File: config.mk
export PLATFORM = sky130hd
export DESIGN_NAME = memory_occupancy_stats_unit
export DESIGN_NICKNAME = d
export VERILOG_FILES = /design/src/rtl/mos_pkg.sv /design/src/rtl/mos_in_stage.sv /design/src/rtl/mos_scan_core.sv /design/src/rtl/memory_occupancy_stats_unit.sv
export SDC_FILE = /design/constraint.sdc
export NUM_CORES = 1
export LEC_CHECK = 0
export BUFFER_PORTS_ARGS = -buffer_cell sky130_fd_sc_hd__buf_2
export CORE_AREA = 5 5 191 193
export DETAILED_ROUTE_END_ITERATION = 10
export DIE_AREA = 0 0 196 198
export PLACE_DENSITY = 0.95
export SYNTH_ARGS = -nofsm -noshare
export SYNTH_HDL_FRONTEND = slang
export SYNTH_SLANG_ARGS = --single-unit
File: constraint.sdc
create_clock -name clk -period 11.3 [get_ports clk]
set_clock_uncertainty 0.15 [all_clocks]
set_input_delay 1.695 -clock clk [delete_from_list [all_inputs] [get_ports clk]]
set_output_delay 1.695 -clock clk [all_outputs]
set_load 0.03 [all_outputs]
File: src/rtl/mos_pkg.sv
`timescale 1ns / 1ps

package mos_pkg;

    localparam int PAGE_W    = 17;
    localparam int REG_IDX_W = 2;

    localparam logic [REG_IDX_W-1:0] REG_MEMORY_SIZE = 2'd0;
    localparam logic [REG_IDX_W-1:0] REG_PAGE_LEN    = 2'd1;
    localparam logic [REG_IDX_W-1:0] REG_DATA_SIZE   = 2'd2;

    typedef logic [PAGE_W-1:0] page_off_t;

endpackage

File: src/rtl/mos_in_stage.sv
`timescale 1ns / 1ps

module mos_in_stage
(
    input  logic clk,
    input  logic rst_n,
    input  logic in_valid,
    output logic in_ready,
    input  logic allocated,
    input  logic advance,
    output logic s1_valid,
    output logic s1_alloc
);

    logic s1_valid_reg;
    logic s1_alloc_reg;

    assign in_ready = !s1_valid_reg || advance;
    assign s1_valid = s1_valid_reg;
    assign s1_alloc = s1_alloc_reg;

    always_ff @(posedge clk or negedge rst_n)
    begin
        if (!rst_n)
        begin
            s1_valid_reg <= 1'b0;
        end
        else if (in_ready)
        begin
            s1_valid_reg <= in_valid;
        end
    end

    always_ff @(posedge clk)
    begin
        if (in_valid && in_ready)
        begin
            s1_alloc_reg <= allocated;
        end
    end

endmodule

File: src/rtl/mos_scan_core.sv
`timescale 1ns / 1ps

module mos_scan_core
#(
    parameter int ADDR_BITS = 20
)
(
    input  logic                   clk,
    input  logic                   rst_n,
    input  logic [ADDR_BITS:0]     memory_size,
    input  mos_pkg::page_off_t     page_len,
    input  logic [ADDR_BITS:0]     data_size,
    input  logic                   s1_valid,
    input  logic                   s1_alloc,
    output logic                   advance,
    output logic                   out_valid,
    input  logic                   out_ready,
    output logic                   status,
    output logic                   any_set,
    output logic [ADDR_BITS-1:0]   first_address,
    output logic signed [ADDR_BITS:0] last_address,
    output logic [ADDR_BITS:0]     byte_count,
    output logic [ADDR_BITS:0]     fill_count,
    output logic [ADDR_BITS:0]     page_count,
    output logic [ADDR_BITS:0]     section_count,
    output logic [ADDR_BITS:0]     trailing_count
);

    localparam int CW = ADDR_BITS + 1;
    localparam int SW = (CW > mos_pkg::PAGE_W) ? CW : mos_pkg::PAGE_W;

    logic [CW-1:0]          byte_address_reg, byte_address_next;
    mos_pkg::page_off_t     page_offset_reg, page_offset_next;
    logic                   page_touched_reg, page_touched_next;
    logic                   in_run_reg, in_run_next;
    logic                   seen_any_reg, seen_any_next;
    logic [ADDR_BITS-1:0]   first_seen_reg, first_seen_next;
    logic [CW-1:0]          last_seen_reg, last_seen_next;
    logic [CW-1:0]          bytes_reg, bytes_next;
    logic [CW-1:0]          fill_reg, fill_next;
    logic [CW-1:0]          pages_reg, pages_next;
    logic [CW-1:0]          sections_reg, sections_next;
    logic [CW-1:0]          trailing_reg, trailing_next;

    logic                   out_valid_reg;
    logic                   status_reg;
    logic                   any_set_reg;
    logic [ADDR_BITS-1:0]   first_address_reg;
    logic [CW-1:0]          last_address_reg;
    logic [CW-1:0]          byte_count_reg;
    logic [CW-1:0]          fill_count_reg;
    logic [CW-1:0]          page_count_reg;
    logic [CW-1:0]          section_count_reg;
    logic [CW-1:0]          trailing_count_reg;

    mos_pkg::page_off_t     pg_eff;
    mos_pkg::page_off_t     off_inc;
    logic [SW-1:0]          fill_sum;
    logic                   below;
    logic                   data_hit;
    logic                   is_last;
    logic                   size_err;

    assign pg_eff    = (page_len == '0) ? mos_pkg::page_off_t'(1) : page_len;
    assign off_inc   = page_offset_reg + mos_pkg::page_off_t'(1);
    assign below     = byte_address_reg < data_size;
    assign data_hit  = s1_alloc && below;
    assign fill_sum  = SW'(fill_reg) + SW'(page_offset_reg);
    assign byte_address_next = byte_address_reg + CW'(1);
    assign is_last   = (byte_address_next >= memory_size) || (byte_address_next == '0);
    assign size_err  = data_size > memory_size;
    assign advance   = s1_valid && (!is_last || !out_valid_reg || out_ready);

    always_comb
    begin
        seen_any_next     = seen_any_reg;
        first_seen_next   = first_seen_reg;
        last_seen_next    = last_seen_reg;
        in_run_next       = in_run_reg;
        page_touched_next = page_touched_reg;
        bytes_next        = bytes_reg;
        fill_next         = fill_reg;
        pages_next        = pages_reg;
        sections_next     = sections_reg;
        trailing_next     = trailing_reg;

        if (s1_alloc)
        begin
            if (!seen_any_reg)
            begin
                seen_any_next   = 1'b1;
                first_seen_next = byte_address_reg[ADDR_BITS-1:0];
            end
            last_seen_next = byte_address_reg;
        end

        if (data_hit)
        begin
            bytes_next = bytes_reg + CW'(1);
            if (!page_touched_reg)
            begin
                page_touched_next = 1'b1;
                fill_next         = fill_sum[CW-1:0];
                pages_next        = pages_reg + CW'(1);
            end
            if (!in_run_reg)
            begin
                in_run_next   = 1'b1;
                sections_next = sections_reg + CW'(1);
            end
        end
        else
        begin
            if (page_touched_reg)
            begin
                fill_next = fill_reg + CW'(1);
            end
            if (s1_alloc)
            begin
                trailing_next = trailing_reg + CW'(1);
            end
            else
            begin
                in_run_next = 1'b0;
            end
        end

        // wrap into the next page
        page_offset_next = off_inc;
        if (off_inc >= pg_eff)
        begin
            page_offset_next  = '0;
            page_touched_next = 1'b0;
        end
    end

    always_ff @(posedge clk or negedge rst_n)
    begin
        if (!rst_n)
        begin
            byte_address_reg <= '0;
            page_offset_reg  <= '0;
            page_touched_reg <= 1'b0;
            in_run_reg       <= 1'b0;
            seen_any_reg     <= 1'b0;
            first_seen_reg   <= '0;
            last_seen_reg    <= '1;
            bytes_reg        <= '0;
            fill_reg         <= '0;
            pages_reg        <= '0;
            sections_reg     <= '0;
            trailing_reg     <= '0;
        end
        else if (advance)
        begin
            if (is_last)
            begin
                byte_address_reg <= '0;
                page_offset_reg  <= '0;
                page_touched_reg <= 1'b0;
                in_run_reg       <= 1'b0;
                seen_any_reg     <= 1'b0;
                first_seen_reg   <= '0;
                last_seen_reg    <= '1;
                bytes_reg        <= '0;
                fill_reg         <= '0;
                pages_reg        <= '0;
                sections_reg     <= '0;
                trailing_reg     <= '0;
            end
            else
            begin
                byte_address_reg <= byte_address_next;
                page_offset_reg  <= page_offset_next;
                page_touched_reg <= page_touched_next;
                in_run_reg       <= in_run_next;
                seen_any_reg     <= seen_any_next;
                first_seen_reg   <= first_seen_next;
                last_seen_reg    <= last_seen_next;
                bytes_reg        <= bytes_next;
                fill_reg         <= fill_next;
                pages_reg        <= pages_next;
                sections_reg     <= sections_next;
                trailing_reg     <= trailing_next;
            end
        end
    end

    // result word
    always_ff @(posedge clk or negedge rst_n)
    begin
        if (!rst_n)
        begin
            out_valid_reg <= 1'b0;
        end
        else if (advance && is_last)
        begin
            out_valid_reg <= 1'b1;
        end
        else if (out_ready)
        begin
            out_valid_reg <= 1'b0;
        end
    end

    always_ff @(posedge clk)
    begin
        if (advance && is_last)
        begin
            status_reg <= size_err;
            if (size_err)
            begin
                any_set_reg        <= 1'b0;
                first_address_reg  <= '0;
                last_address_reg   <= '1;
                byte_count_reg     <= '0;
                fill_count_reg     <= '0;
                page_count_reg     <= '0;
                section_count_reg  <= '0;
                trailing_count_reg <= '0;
            end
            else
            begin
                any_set_reg        <= seen_any_next;
                first_address_reg  <= first_seen_next;
                last_address_reg   <= last_seen_next;
                byte_count_reg     <= bytes_next;
                fill_count_reg     <= fill_next;
                page_count_reg     <= pages_next;
                section_count_reg  <= sections_next;
                trailing_count_reg <= trailing_next;
            end
        end
    end

    assign out_valid      = out_valid_reg;
    assign status         = status_reg;
    assign any_set        = any_set_reg;
    assign first_address  = first_address_reg;
    assign last_address   = last_address_reg;
    assign byte_count     = byte_count_reg;
    assign fill_count     = fill_count_reg;
    assign page_count     = page_count_reg;
    assign section_count  = section_count_reg;
    assign trailing_count = trailing_count_reg;

`ifndef SYNTH
    a_no_overwrite: assert property (@(posedge clk) disable iff (!rst_n)
        (advance && is_last) |-> (!out_valid_reg || out_ready))
        else $error("result word overwritten while waiting");

    a_scan_restart: assert property (@(posedge clk) disable iff (!rst_n)
        (advance && is_last) |=> (byte_address_reg == '0 && !seen_any_reg))
        else $error("scan state not cleared after last byte");

    a_last_when_none: assert property (@(posedge clk) disable iff (!rst_n)
        !seen_any_reg |-> (last_seen_reg == '1))
        else $error("last address set with no allocated byte");

    a_run_needs_seen: assert property (@(posedge clk) disable iff (!rst_n)
        in_run_reg |-> (seen_any_reg && sections_reg != '0))
        else $error("open section without any allocated byte");

    a_error_zeroed: assert property (@(posedge clk) disable iff (!rst_n)
        (out_valid_reg && status_reg) |-> (byte_count_reg == '0 && !any_set_reg))
        else $error("error result carries counts");
`endif

endmodule

File: src/rtl/memory_occupancy_stats_unit.sv
`timescale 1ns / 1ps

// occupancy statistics over a stream of allocation tags, one word per byte in address
// order; one word is accepted every cycle unless words wait as told below; the word that
// ends the scan is registered in the input stage, then goes through the counter logic
// into the result register; a scan ends after memory_size words (one if memory_size is
// 0), the result is one word of totals and the unit then starts a new scan from address
// 0; only the last word of a scan waits for a result that is still waiting, and new
// words wait behind it for as long; the user writes configuration through write_enable/
// reg_index/write_data only while no scan word is in flight; the unit does not enforce it

module memory_occupancy_stats_unit
#(
    parameter int ADDR_BITS = 20
)
(
    input  logic                      clk,
    input  logic                      rst_n,
    input  logic                      write_enable,
    input  logic [mos_pkg::REG_IDX_W-1:0] reg_index,
    input  logic [((ADDR_BITS + 1 > mos_pkg::PAGE_W) ? ADDR_BITS + 1 : mos_pkg::PAGE_W) - 1:0]
                                      write_data,
    input  logic                      in_valid,
    output logic                      in_ready,
    input  logic                      allocated,
    output logic                      out_valid,
    input  logic                      out_ready,
    output logic                      status,
    output logic                      any_set,
    output logic [ADDR_BITS-1:0]      first_address,
    output logic signed [ADDR_BITS:0] last_address,
    output logic [ADDR_BITS:0]        byte_count,
    output logic [ADDR_BITS:0]        fill_count,
    output logic [ADDR_BITS:0]        page_count,
    output logic [ADDR_BITS:0]        section_count,
    output logic [ADDR_BITS:0]        trailing_count
);

    localparam int CW = ADDR_BITS + 1;

    logic [CW-1:0]      memory_size_reg;
    mos_pkg::page_off_t page_len_reg;
    logic [CW-1:0]      data_size_reg;

    logic advance;
    logic s1_valid;
    logic s1_alloc;

    always_ff @(posedge clk or negedge rst_n)
    begin
        if (!rst_n)
        begin
            memory_size_reg <= CW'(1) << (CW - 1);
            page_len_reg    <= mos_pkg::page_off_t'(1);
            data_size_reg   <= '0;
        end
        else if (write_enable)
        begin
            case (reg_index)
                mos_pkg::REG_MEMORY_SIZE: memory_size_reg <= write_data[CW-1:0];
                mos_pkg::REG_PAGE_LEN:    page_len_reg    <= write_data[mos_pkg::PAGE_W-1:0];
                mos_pkg::REG_DATA_SIZE:   data_size_reg   <= write_data[CW-1:0];
                default:                  ;
            endcase
        end
    end

    mos_in_stage u_in_stage
    (
        .clk      (clk),
        .rst_n    (rst_n),
        .in_valid (in_valid),
        .in_ready (in_ready),
        .allocated(allocated),
        .advance  (advance),
        .s1_valid (s1_valid),
        .s1_alloc (s1_alloc)
    );

    mos_scan_core #(.ADDR_BITS(ADDR_BITS)) u_scan_core
    (
        .clk           (clk),
        .rst_n         (rst_n),
        .memory_size   (memory_size_reg),
        .page_len      (page_len_reg),
        .data_size     (data_size_reg),
        .s1_valid      (s1_valid),
        .s1_alloc      (s1_alloc),
        .advance       (advance),
        .out_valid     (out_valid),
        .out_ready     (out_ready),
        .status        (status),
        .any_set       (any_set),
        .first_address (first_address),
        .last_address  (last_address),
        .byte_count    (byte_count),
        .fill_count    (fill_count),
        .page_count    (page_count),
        .section_count (section_count),
        .trailing_count(trailing_count)
    );

endmodule

==> results of run 1 <==
where the power goes:
group | internal (µW) | total [µW] | leakage, µW | switching, µW
sequential | 1740 | 1910 | 0.00458 | 173
combinational | 403 | 1220 | 0.00547 | 813
clock | 901 | 1490 | 0.000732 | 594
routing by layer:
metal	wire [µm]	track usage [%]
met5	41	0
met4	2060	11.1
met3	5780	6.65
met2	29100	51.1
met1	22500	38.4
worst max-delay path: cells and delay by family (launching register included):
kind | cells | cell delay [ns]
AO/OA/AOI/OAI | 3 | 0.95
XOR/XNOR | 1 | 0.19
adder cells (fa/ha/maj) | 2 | 0.65
buffers and inverters | 2 | 0.36
flip-flops | 1 | 0.59
AND/OR/NAND/NOR | 7 | 1.60
final cells by class:
type	instances	area share [%]
tap	455	2.33
sequential	397	43.8
clock buffer	59	5.03
inverter	108	1.68
clock inverter	19	1.07
timing repair buffer	195	4.21
antenna	2	0.0205
multi-input combinational	1534	41.9
final timing paths:
check	depth (start not counted)	to	slack, ns
min in group asynchronous	1	u_scan_core.pages_reg[14]	1.06
worst min register to register	1	u_scan_core.first_seen_reg[15]	0.35
max in group asynchronous	2	u_scan_core.byte_address_reg[12]	8.43
worst max-delay path	15	in_ready	4.53
worst max register to register	14	u_scan_core.last_seen_reg[16]	5.16
worst min-delay path	1	u_scan_core.first_seen_reg[15]	0.35
through the flow:
step / worst slack (ns) / instance area, µm² / hold WS, ns
3_5_place_dp: 5.24 / 22900 / 0.331
2_1_floorplan: 5.15 / 21900 / 0.316
5_1_grt: 4.21 / 24400 / 0.369
6_report: 4.53 / 24400 / 0.351
4_1_cts: 4.60 / 24400 / 0.353
3_3_place_gp: 5.36 / 22900 / 0.335
cell usage in the layout, fill, tap and decap left out, types with 21 or more instances in the layout:
cell / count
a21oi_1: 138
nand2_1: 194
nor3_1: 48
xor2_1: 37
a211o_1: 30
mux2_2: 42
clkbuf_16: 45
edfxtp_1: 149
nor4_1: 21
or3_1: 44
nand4_1: 40
xnor2_1: 75
nand3_1: 76
o22a_1: 21
a21o_1: 76
nor2_1: 133
dfrtp_1: 225
inv_1: 107
buf_2: 177
and3_1: 33
o21ai_0: 145
nor2b_1: 21
ha_1: 103
dfstp_2: 23
a22o_1: 25
logic make-up after synthesis:
logic type / share of synthesized area [%]
fa+ha+maj: 5.99
flops: 49.0
simple gates: 16.7
mux: 2.71
compound gates: 16.7
buf+inv: 4.42
xor+xnor: 4.49
==> flow_summary.toml, run 1 <==
[clocking]
clk_pin_slew_worst_paths_ns = 0.06
clk_path_buf_depth = 3
h-tree-depth = 2
cts_resized = 0
cts_root_buffer = "clkbuf_16"
insertion_delay_ns = 0.57
cts.sinks = 397
cts_hold_buf = 0
numCtsBuffers = 42
cts_tree = "yes"
postCtsSetupBuffers = 0

[setup_path]
path_max_fanout = 12
path_class = "flip-flop to primary output"
r2r-start = "u_scan_core.byte_address_reg[0]"
slowest_delay_ns = 0.59
crit_start = "u_scan_core.byte_address_reg[0]"
arrival_ns = 4.93
worstPathCellList = "ha_1, nand4_2, nor4_4, nand3_1, xnor2_1, ha_1, a211oi_1, nand2_1, a211o_1, a311oi_1, nor2_1, nor2_1, nor3b_1, inv_1, buf_2"
critPathSlowestCell = "dfrtp_1"
startpoint_type = "flip-flop"
endpoint_kind = "primary output"
required_ns = 9.46

[placement]
dp_hpwl_um = 39500
place.gp.congestion = 0.909
dp.cells = 2689
port_buffers = 178

[sta]
max_slew.worst_pin.slew_ns = 1.28
fmax_mhz = 148
period_minus_slack_ns = 6.77
finalSetupViolations = 0
fin_crit_sh_pct = 59.9
slew_headroom_pct = 13.7
grt_setup_unrepaired = "no"
final-hold-violation-count = 0
fin_tns_setup_ns = 0
slew_violations = 0

[drt]
vias_per_cell = 6.58
dr.pass1.iters = 6
num_vias = 18200
drt_iter0_drc = 2009
drcViolationCount = 0
wirelength_um = 59500
ant_nets = 0
wl_per_cell_um = 21.5

[synth]
seq_area_frac_synth_pct = 49.0
synth-edff-count = 149
synth.most_common_cell = "dfrtp_1"
synth_top_cell_area_share_pct = 25.8
avgSynthCellArea_um2 = 10.1
synth_flop_cell = "dfrtp_1"
yosys_warnings = 0
synth_area_leaders = "dfrtp_1 26%, edfxtp_1 20%, ha_1 5.9%"
yosys.area.top_type = "dfrtp_1"
synth_cell_types = 84
synth_cells = 2162
synth_fp_nets = 2295
syn-cell-area_mm2 = 0.0219
ys_ff_latch = 397
ys_top_cells_by_count = "225 x dfrtp_1, 195 x nand2_1, 149 x edfxtp_1"
async_reset_ff_share_pct = 62.5

[floorplan]
io_pins = 179
die_w_um = 196
die-area_mm2 = 0.0388
die_y_um = 198
rows = 68
start_util_pct = 63.6
core_mm2 = 0.0344

[global_routing]
grt_use_total_pct = 30.2
grt_pass1_vias = 18300
antenna_found_initial = 6
grt_pass1_wl_um = 95500
grt_max_degree = 121
gr-total-overflow = 0

[power]
peakVddDrop_mv = 0.132
power_density_mw_per_mm2 = 189
leakage_uw = 0.0108
total_power_uw = 4620

[worst_hold_path]
hp-start = "u_scan_core.first_seen_reg[15]"
hp-class = "flip-flop to flip-flop"

[status]
status = "finished clean"

[finish]
multiInputGateArea_mm2 = 0.0102
fin_cells = 2769
layout.nets = 2411
post-route-util_pct = 71.1
drive_gt1_share_pct = 16.7
filler_cell_count = 2303
seqCellArea_mm2 = 0.0107
layout-area-overhead-vs-synth_pct = 11.8

[run]
cap_violations = 0
(Power assumes the default switching activity.)
==> run 2: changes to the inputs <==
ABC_AREA = 1   (was not set)
CORE_AREA = 5 5 197 199   (was 5 5 191 193)
DIE_AREA = 0 0 202 204   (was 0 0 196 198)
PLACE_DENSITY = 0.92   (was 0.95)
clock period = 6.6 ns   (was 11.3 ns; I/O delays follow)
==> run 2 against run 1 <==
Global-route usage down 2.8 points. Highest routed layer is now met4. Setup slack worse by 3.1 ns. Wire length fell by 4.4%. Power increased by 140%. Die area increased by 6.2%. Non-clock buffer count decreased by 2. Final cell count grew 20%.
==> flow_summary.toml, run 2 <==
[clocking]
cts.sinks = 397
numCtsBuffers = 41
insertion_delay_ns = 0.56
cts_root_buffer = "clkbuf_16"
cts_resized = 0
cts_tree = "yes"
cts_hold_buf = 0
postCtsSetupBuffers = 0
clk_pin_slew_worst_paths_ns = 0.06
clk_path_buf_depth = 3
h-tree-depth = 2

[synth]
synth-edff-count = 149
synth_cells = 2686
async_reset_ff_share_pct = 62.5
synth_top_cell_area_share_pct = 25.3
synth_flop_cell = "dfrtp_1"
yosys_warnings = 0
syn-cell-area_mm2 = 0.0222
yosys.area.top_type = "dfrtp_1"
ys_ff_latch = 397
synth_fp_nets = 2819
avgSynthCellArea_um2 = 8.28
seq_area_frac_synth_pct = 48.1
synth_area_leaders = "dfrtp_1 25%, edfxtp_1 20%, nand2_1 13%"
synth.most_common_cell = "nand2_1"
ys_top_cells_by_count = "744 x nand2_1, 302 x nor2_1, 239 x inv_1"
synth_cell_types = 49

[placement]
post-place-ws_ns = 1.67
port_buffers = 178
dp.cells = 3254
place.gp.congestion = 0.957
dp_hpwl_um = 39800

[sta]
slew_headroom_pct = 27.2
fin_ws_ns = 1.46
slew_violations = 0
finalSetupViolations = 0
fmax_mhz = 195
fin_tns_setup_ns = 0
grt_setup_unrepaired = "no"
timing.hold.ws_ns = 0.306
period_minus_slack_ns = 5.14
final-hold-violation-count = 0
max_slew.worst_pin.slew_ns = 1.09
fin_crit_sh_pct = 77.9

[setup_path]
reg2regPathDepth = 22
required_ns = 5.46
r2r-start = "u_scan_core.byte_address_reg[0]"
reg2reg_to = "u_scan_core.pages_reg[5]"
ff2ff_setup_slack_ns = 1.52
arrival_ns = 4.00
startpoint_type = "flip-flop"
path_class = "flip-flop to primary output"
endpoint_kind = "primary output"
path_max_fanout = 26

[floorplan]
io_pins = 179
die_w_um = 202
core_mm2 = 0.0370
die_y_um = 204
die-area_mm2 = 0.0412
start_util_pct = 60.0
rows = 71

[drt]
drt_iter0_drc = 1773
wl_per_cell_um = 17.1
vias_per_cell = 5.74
num_vias = 19100
drcViolationCount = 0
wirelength_um = 56900
dr.pass1.iters = 6
ant_nets = 0

[finish]
layout.nets = 2956
layout-area-overhead-vs-synth_pct = 11.3
drive_gt1_share_pct = 12.6
final_cell_mix = "744 x nand2_1, 302 x nor2_1, 238 x inv_1, 225 x o21ai_0, 225 x dfrtp_1"
fin_cells = 3330
final_common_cell = "nand2_1"

[global_routing]
antenna_found_initial = 0
grt_max_degree = 168
grt_use_total_pct = 27.4
grt_pass1_wl_um = 93200
grt_pass1_vias = 18800
gr-total-overflow = 0

[power]
p_int_uw = 6280
seq_power_share_pct = 39.2
power_density_mw_per_mm2 = 444
total_power_uw = 11000
switching_share_pct = 42.8
combPwrFrac_pct = 38.5
peakVddDrop_mv = 0.253
power_frac_clock_pct = 22.3
p_sw_uw = 4710
leakage_uw = 0.0113

[worst_hold_path]
hp-class = "input port to asynchronous set/reset pin"

[run]
cap_violations = 0

[status]
status = "finished clean"
[run 2: worst max-delay path by stage]
stage	start	cells after the start	slack, ns	end
after floorplan	u_scan_core.byte_address_reg[0]	20	0.48	u_scan_core.any_set
after global placement	u_scan_core.byte_address_reg[0]	17	1.89	u_scan_core.first_address[8]
after detailed placement	u_scan_core.byte_address_reg[0]	22	1.67	u_scan_core.pages_reg[2]
after CTS	u_scan_core.byte_address_reg[0]	19	1.51	in_ready
after global routing	u_scan_core.byte_address_reg[0]	22	1.13	u_scan_core.pages_reg[0]
final	u_scan_core.byte_address_reg[0]	19	1.46	in_ready
[run 2: kinds of logic (layout without fill, tap and decap cells)]
| family | after synthesis | after routing | synth area share (%) |
|---|---|---|---|
| and+or+nand+nor | 1266 | 1266 | 23.4 |
| adders and majority gates | 104 | 104 | 5.88 |
| muxes | 7 | 7 | 0.315 |
| DFF | 397 | 397 | 48.1 |
| other | 0 | 1 | 0 |
| buffers and inverters | 345 | 514 | 6.70 |
| AOI/OAI and AO/OA | 462 | 462 | 11.4 |
| xor gates and xnor gates | 105 | 105 | 4.17 |
[run 2: critical path, stage by stage (launching register included)]
cell	delay (ns)
dfrtp_1	0.46
ha_1	0.24
nand2_1	0.10
nor2_2	0.19
nand2_2	0.11
nor2_2	0.15
nand2_1	0.07
nand2_1	0.06
nand2_1	0.08
ha_1	0.31
nand2_1	0.07
nor2_1	0.15
nand4_1	0.15
nor2_1	0.19
o21ai_0	0.12
nand3_1	0.09
nor2_1	0.10
nand2_4	0.30
nand3_1	0.24
buf_2	0.25
[run 2: per-stage QoR]
step | utilization (%) | area, µm²
global route | 66.8 | 24700
CTS | 66.8 | 24700
floorplan | - | 22200
detailed placement | 62.9 | 23300
finish | 66.8 | 24800
global placement | 62.9 | 23300
[run 2: cell type report]
| class | instances | area (µm²) |
|---|---|---|
| inverter | 246 | 931 |
| clock inverter | 20 | 264 |
| tap | 474 | 593 |
| fill | 2920 | 12300 |
| timing repair buffer | 193 | 1040 |
| sequential | 397 | 10700 |
| clock buffer | 55 | 1170 |
| antenna | 1 | 2.50 |
| multi-input combinational | 1944 | 10000 |
[run 2: power by group through the flow]
stage	registers, µW	logic, µW	clock network [µW]
after global routing	4410	4720	2600
after CTS	4290	4220	2480
after detailed placement	4310	4180	0
after floorplan	4570	2720	0
final	4310	4230	2450
after global placement	4280	3990	0
[run 2: routing by layer]
layer	share of wire [%]	global-route usage, %	vias to the layer above
li1	-	-	9100
met1	40	35.0	9079
met2	49	46.3	772
met3	7.1	5.00	155
met5	0	0	-
met4	4.1	11.2	0
